<file path="src/sv/m2m_pkg.sv">
// Shared types and constants for the memory-to-memory CPU step unit.
package m2m_pkg;

    // Request transaction as seen on the input channel
    typedef struct packed {
        logic               req_type;
        logic signed [31:0] load_word;
    } req_t;

    // Result transaction as seen on the output channel
    typedef struct packed {
        logic [2:0]         status;
        logic signed [31:0] print_value;
        logic [8:0]         pc_value;
    } rsp_t;

    // Item class decided by the front end
    typedef enum logic {
        KIND_LOAD = 1'b0,
        KIND_STEP = 1'b1
    } kind_t;

    // Queue entry between front and back
    typedef struct packed {
        kind_t       kind;
        logic [31:0] word;
    } q_item_t;

    // Request types
    localparam logic REQ_LOAD = 1'b0;
    localparam logic REQ_STEP = 1'b1;

    // Opcodes
    localparam logic [7:0] OP_STORE = 8'd0;
    localparam logic [7:0] OP_PRINT = 8'd1;
    localparam logic [7:0] OP_ADD   = 8'd2;
    localparam logic [7:0] OP_SUB   = 8'd3;
    localparam logic [7:0] OP_MUL   = 8'd4;
    localparam logic [7:0] OP_DIV   = 8'd5;
    localparam logic [7:0] OP_AND   = 8'd6;
    localparam logic [7:0] OP_OR    = 8'd7;
    localparam logic [7:0] OP_XOR   = 8'd8;
    localparam logic [7:0] OP_NOT   = 8'd9;

    // Status codes
    localparam logic [2:0] ST_OK       = 3'd0;
    localparam logic [2:0] ST_PRINTED  = 3'd1;
    localparam logic [2:0] ST_PROT     = 3'd2;
    localparam logic [2:0] ST_DIV_ZERO = 3'd3;
    localparam logic [2:0] ST_MEM_FULL = 3'd4;
    localparam logic [2:0] ST_END      = 3'd5;

endpackage

</file>
<file path="src/sv/m2m_front.sv">
// Front end: accepts request transactions, classifies them and queues them.
module m2m_front (
    input  logic              clk,
    input  logic              rst_n,
    input  logic              req_valid,
    output logic              req_stall,
    input  m2m_pkg::req_t     req,
    output logic              item_valid,
    input  logic              item_pop,
    output m2m_pkg::q_item_t  item
);
    import m2m_pkg::*;

    q_item_t    slot_reg [2];
    logic       wr_ptr_reg, wr_ptr_next;
    logic       rd_ptr_reg, rd_ptr_next;
    logic [1:0] cnt_reg, cnt_next;
    logic       push;
    logic       pop;
    q_item_t    in_item;

    // Classify the incoming transaction
    always_comb
    begin
        in_item.kind = (req.req_type == REQ_LOAD) ? KIND_LOAD : KIND_STEP;
        in_item.word = req.load_word;
    end

    assign req_stall  = (cnt_reg == 2'd2);
    assign push       = req_valid && !req_stall;
    assign item_valid = (cnt_reg != 2'd0);
    assign pop        = item_pop && item_valid;
    assign item       = slot_reg[rd_ptr_reg];

    // Pointer and fill count update
    always_comb
    begin
        wr_ptr_next = push ? !wr_ptr_reg : wr_ptr_reg;
        rd_ptr_next = pop ? !rd_ptr_reg : rd_ptr_reg;
        cnt_next    = cnt_reg + 2'(push) - 2'(pop);
    end

    always_ff @(posedge clk or negedge rst_n)
    begin
        if (!rst_n)
        begin
            wr_ptr_reg <= 1'b0;
            rd_ptr_reg <= 1'b0;
            cnt_reg    <= 2'd0;
        end
        else
        begin
            wr_ptr_reg <= wr_ptr_next;
            rd_ptr_reg <= rd_ptr_next;
            cnt_reg    <= cnt_next;
        end
    end

    // Queue storage
    always_ff @(posedge clk)
    begin
        if (push)
        begin
            slot_reg[wr_ptr_reg] <= in_item;
        end
    end

endmodule

</file>
<file path="config.mk">
export PLATFORM = sky130hd
export DESIGN_NAME = m2m_front
export DESIGN_NICKNAME = d
export VERILOG_FILES = /design/src/sv/m2m_pkg.sv /design/src/sv/m2m_front.sv
export SDC_FILE = /design/constraint.sdc
export NUM_CORES = 1
export LEC_CHECK = 0
export BUFFER_PORTS_ARGS = -buffer_cell sky130_fd_sc_hd__buf_2
export CAP_MARGIN = 20
export CORE_ASPECT_RATIO = 0.6
export CORE_MARGIN = 1
export CORE_UTILIZATION = 52
export CTS_CLUSTER_DIAMETER = 200
export CTS_CLUSTER_SIZE = 24
export DETAILED_ROUTE_END_ITERATION = 10
export GPL_TIMING_DRIVEN = 0
export PLACE_DENSITY_LB_ADDON = 0.1
export SLEW_MARGIN = 30
export SYNTH_ARGS = -nofsm -noshare
export SYNTH_HDL_FRONTEND = slang
export SYNTH_SLANG_ARGS = --single-unit
</file>
<file path="constraint.sdc">
create_clock -name clk -period 3.4 [get_ports clk]
set_input_delay 0.34 -clock clk [delete_from_list [all_inputs] [get_ports clk]]
set_output_delay 0.34 -clock clk [all_outputs]
set_load 0.02 [all_outputs]
</file>
==> flow_summary.toml, run 1 <==
[pwr]
powerDensity_nw_per_um2 = 929
ir_drop_v = 0.000668
p_leak_nw = 1.41

[synthesis]
synth_most_common_cell = "edfxtp_1"
netlist_area_sq_um = 2710
yosys.area_share.adder = 0.00923
synth_xor_area_frac = 0.0129
yosys.area.top_type = "edfxtp_1"
ys_ff_latch = 70
synth_top_family_by_area = "multiplexers"
yosysWarnings = 0
ys_seq_area_frac = 0.768
synth_compound_area_frac = 0
yosysTopAreaCellShare = 0.731
synth_edf_count = 66
yosysUniqueCellTypes = 15
ys.flop_type = "edfxtp_1"
synth_area_leaders = "edfxtp_1, mux2_4, dfrtp_1, buf_6, mux2_2"
synthMuxAreaShare = 0.177
syn_nets = 160
synthCells = 121
ys_top_cells_by_count = "edfxtp_1, mux2_4, buf_6, dfrtp_1, mux2_2"
yosys.area_share.simple = 0.0129
ys_async_sr_fraction = 0.0571
avgSynthCellArea_sq_um = 22.4

[cells_and_area]
drive_gt1_frac = 0.602
final_cells = 274
antennaDiodeCount = 0
layout.nets = 245
nFillCells = 301
syn_to_final_growth_pct = 27.5
postLayoutCoreUtil = 0.723
largest_reg_flops = 66

[cts]
clkLatencyLatePin_ns = 0.33
cts_setup_buffers = 0
holdBufCountCts = 1
cts.path.max_buffers = 2
cts_root_buffer = "clkbuf_8"
ctsResizeCount = 0
cts_tree = "yes"
cts.reportedPaths.clkPinSlew_ns = 0.07
cts-buffers-inserted = 9
cts_max_level = 3
cts.sinks = 70

[grt]
grt_usage = 0.175
grt_pass1_vias = 1381
grt_pass1_wl_mm = 6.53
gr-total-overflow = 0
grt_start_max_net_pins = 24
antenna_found_initial = 0

[sta]
post-route-period-util = 0.541
setup_viol = 0
maxSlewViolCount = 0
finalHoldViolCount = 0
worst_pin_slew_ns = 0.394
rsz0062_at_grt = "false"
period_minus_slack_ns = 1.84
fmaxAchievable_mhz = 544
hold_slack_ns = 0.192
skew_ns = 0.00782
slew_headroom = 0.737
fin_tns_setup_ns = 0

[die]
die_width_um = 95.2
die_area_sq_um = 5510
pin_count = 72
die_h_um = 57.9
initial_core_util = 0.567
core_area_sq_um = 4780
rows = 19

[critical_path]
r2r_slack_ns = 1.56
crit_path_max_fanout = 3
path_class = "flop to flop"
crit_path_start_kind = "flop"
arrival_ns = 2.08
cp.required_ns = 3.64
cp-end-kind = "flop"

[route]
vias = 1317
wl_mm = 4.20
routedWlPerCell_um = 15.3
drt_iter0_drc = 37
drc = 0
ant_nets = 0
vias_per_cell = 4.81
drt-pass1-iter-count = 6

[min_path]
hold_path_class = "primary input to flop"

[placed_design]
gp_congestion = 0.666
dp.cells = 257
portBuffers = 71
dp.final_hpwl_mm = 3.01

[outcome]
status = "completed"

[job]
maxCapViolations = 0
## cell type report
class | count | area [sq um] | share of cell area
sequential | 70 | 2080 | 0.603
multi-input combinational | 45 | 584 | 0.169
timing repair buffer | 74 | 420 | 0.122
clock buffer | 9 | 124 | 0.0359
clock inverter | 7 | 113 | 0.0326
tap | 63 | 78.8 | 0.0228
buffer | 4 | 45.0 | 0.0130
inverter | 2 | 7.51 | 0.00217
## final timing paths
kind | to | cells after the start | startpoint
max | cnt_reg[1] | 7 | cnt_reg[1]
min | slot_reg[1][14] | 1 | req[14]
max reg2reg | cnt_reg[1] | 7 | cnt_reg[1]
min reg2reg | cnt_reg[0] | 1 | cnt_reg[0]
max in group asynchronous | rd_ptr_reg | 2 | rst_n
min in group asynchronous | cnt_reg[0] | 2 | rst_n
## where the power goes
part	switching (W)	total, W	internal [W]	leakage [nW]
combinational	0.000634	0.00119	0.000560	0.644
sequential	0.0000674	0.00125	0.00118	0.660
clock	0.000283	0.000764	0.000482	0.111
## worst max-delay path, cell delays in order, from the launching register on
cell	delay (ns)
dfrtp_1	0.43
or2_1	0.25
and2_4	0.17
ha_1	0.26
inv_1	0.04
ha_1	0.19
xnor2_1	0.23
xnor2_1	0.18
## stage by stage
step	total power [W]	setup slack (ns)	instance area (sq um)
floorplan	0.00211	0.993	2710
global placement	0.00237	0.369	3140
CTS	0.00324	1.56	3450
global route	0.00335	1.49	3450
finish	0.00321	1.56	3450
detailed placement	0.00247	1.65	3210
## metal layers
layer | vias to the layer above | global-route usage | routed length, um
li1 | 637 | - | -
met1 | 618 | 0.190 | 1630
met2 | 53 | 0.296 | 2180
met3 | 9 | 0.0761 | 312
met4 | 0 | 0.0866 | 78
met5 | - | 0 | 0
## cells by family (layout without fill, tap and decap cells)
kind of cell,Yosys count,in the layout
DFF,70,70
muxes,33,33
and+or+nand+nor,6,6
buffers and inverters,6,96
xor gates and xnor gates,4,4
adders and majority gates,2,2
## cells in the final DEF, fill, tap and decap left out, drive strengths merged
cell and instances:
bufinv 3, xor2 1, edfxtp 66, clkbuf 9, nor2 1, mux2 33
inv 2, clkinvlp 2, ha 2, dlygate4sd3 1, dfrtp 4, xnor2 3
buf 77, nand2 1, nand2b 1, or2 1, and2 1, and3 1
clkinv 2
Note: power is estimated with default switching activity, not from simulation.
==> run 2: changes to the inputs <==
Settings changed: CORE_UTILIZATION 52 to 47.
Clock period 3.4 ns to 1.68 ns, I/O delays scaled along.
==> run 2 against run 1 <==
  * Utilization down 1.1 points
  * Critical endpoint unchanged
  * Clock power rose by 65%
  * Cell count up 12%
  * Non-clock buffer count up 18
==> flow_summary.toml, run 2 (synthesis gave the netlist of run 1 again) <==
[outcome]
status = "completed"

[cells_and_area]
design_area_sq_um = 3780
final_common_cell = "edfxtp_1"
multi_input_area_sq_um = 644
syn_to_final_growth_pct = 39.4
nFillCells = 351
final_cells = 307
postLayoutCoreUtil = 0.712
seqCellArea_sq_um = 2080
drive_gt1_frac = 0.587
largest_reg_flops = 66
layout.nets = 264
antennaDiodeCount = 0
final_cell_mix = "edfxtp_1, buf_2, mux2_4"

[critical_path]
slowest_delay_ns = 0.44
path_class = "flop to flop"
arrival_ns = 1.88
cp_slowest_cell = "dfrtp_1"
worstRegToRegCells = 7
cp.required_ns = 1.91
r2r_slack_ns = 0.03
crit-reg2reg-launch = "cnt_reg[0]"
crit_path_start_kind = "flop"
path_cells = "or2_4, and2_4, ha_4, inv_2, ha_4, xnor2_2, xnor2_1"
crit_top_cell = "ha_4"
cp-end-kind = "flop"
crit_path_max_fanout = 3
r2r-end = "cnt_reg[1]"

[min_path]
hold_path.startpoint = "req[21]"
hold_path_class = "primary input to flop"
worstHoldPathCells = 1
hold_end = "slot_reg[0][21]"

[grt]
antenna_found_initial = 0
gr-total-overflow = 0
grt_pass1_vias = 1381
grt_start_max_net_pins = 34
grt_usage = 0.159
grt_pass1_wl_mm = 6.54

[die]
core_area_sq_um = 5310
initial_core_util = 0.511
die_area_sq_um = 6080
pin_count = 72
die_width_um = 100
rows = 20
die_h_um = 60.8

[sta]
worst_pin_slew_ns = 0.567
period_minus_slack_ns = 1.65
slew_headroom = 0.621
fmaxAchievable_mhz = 607
skew_ns = 0.00894
setup_viol = 0
finalHoldViolCount = 0
post-route-period-util = 0.980
hold_slack_ns = 0.0214
maxSlewViolCount = 0
rsz0062_at_grt = "true"

[cts]
cts_tree = "yes"
cts.path.max_buffers = 2
cts_root_buffer = "clkbuf_8"
cts.reportedPaths.clkPinSlew_ns = 0.07
cts_max_level = 3
cts.sinks = 70
cts-buffers-inserted = 9
clkLatencyLatePin_ns = 0.34

[placed_design]
dp.cells = 269
portBuffers = 71
gp_congestion = 0.642
dp.final_hpwl_mm = 2.71
place_area_sq_um = 3170

[pwr]
finalPower_w = 0.00671
p_switching_w = 0.00213
pwr-share-seq = 0.380
powerDensity_nw_per_um2 = 1780
p_comb_frac = 0.432
p_clk_frac = 0.188
p_leak_nw = 1.52
p_sw_frac = 0.317
ir_drop_v = 0.000858
p_int_w = 0.00458

[route]
wl_mm = 4.59
drt-pass1-iter-count = 4
ant_nets = 0
drt_iter0_drc = 31
routedWlPerCell_um = 15.0
drc = 0
vias = 1408
vias_per_cell = 4.59

[job]
maxCapViolations = 0
## run 2: cell count changes in the layout (fill, tap and decap cells not counted), moves of 2 or more
cell           delta
buf_16            -2
ha_4              +2
dlygate4sd3_1    +18
buf_6            +15
buf_2            -18
bufinv_16         -2
buf_12            +4
ha_1              -2
## run 2: final cells by class
type | instances | share of cell area
Sequential cell | 70 | 0.551
Buffer | 4 | 0.0189
Inverter | 2 | 0.00199
Multi-Input combinational cell | 46 | 0.171
Clock inverter | 6 | 0.0166
Tap cell | 77 | 0.0255
Timing Repair Buffer | 92 | 0.182
Clock buffer | 10 | 0.0338
## run 2: per-layer routing
metal,track usage,vias up,wire length (um)
li1,-,676,-
met1,0.168,680,1900
met2,0.274,46,2330
met3,0.0899,6,317
met4,0.0621,0,44
met5,0,-,0
## run 2: worst max-delay path by stage
| stage | start | to | slack [ns] |
|---|---|---|---|
| 2_1_floorplan | cnt_reg[1] | cnt_reg[1] | 0.01 |
| 3_3_place_gp | cnt_reg[1] | slot_reg[0][15] | -0.11 |
| 3_5_place_dp | cnt_reg[0] | slot_reg[0][14] | -0.20 |
| 4_1_cts | rd_ptr_reg | item[30] | -0.004 |
| 5_1_grt | cnt_reg[0] | cnt_reg[1] | -0.03 |
| 6_report | cnt_reg[0] | cnt_reg[1] | 0.03 |
## run 2: worst max-delay path: cells and delay by family, from the launching register on
kind                       cells  cell delay [ns]
and+or+nand+nor                2             0.40
DFF                            1             0.44
xor gates and xnor gates       2             0.25
buffers and inverters          1             0.04
adders and majority gates      2             0.41
## run 2: metrics by stage
| step | setup WS, ns | setup TNS, ns |
|---|---|---|
| finish | 0.0331 | 0 |
| global route | -0.0277 | -0.0834 |
| detailed placement | -0.197 | -6.44 |
| CTS | -0.00405 | -0.00429 |
| global placement | -0.108 | -3.51 |
| floorplan | 0.0144 | 0 |
## run 2: timing repair
item	4_1_cts	5_1_grt
buffers inserted	1	1
gates cloned	1	0
hold buffers	14	5
setup endpoints to repair	67	30
endpoints found under the hold margin	30	9
resized for setup	5	50
pin swaps	4	3
## run 2: power by group through the flow
| stage | sequential, W | combinational (W) | clock, W |
|---|---|---|---|
| after floorplan | 0.00252 | 0.00176 | 0 |
| after global placement | 0.00254 | 0.00230 | 0 |
| after detailed placement | 0.00257 | 0.00234 | 0 |
| after CTS | 0.00254 | 0.00246 | 0.00130 |
| after global routing | 0.00258 | 0.00307 | 0.00138 |
| final | 0.00255 | 0.00290 | 0.00126 |
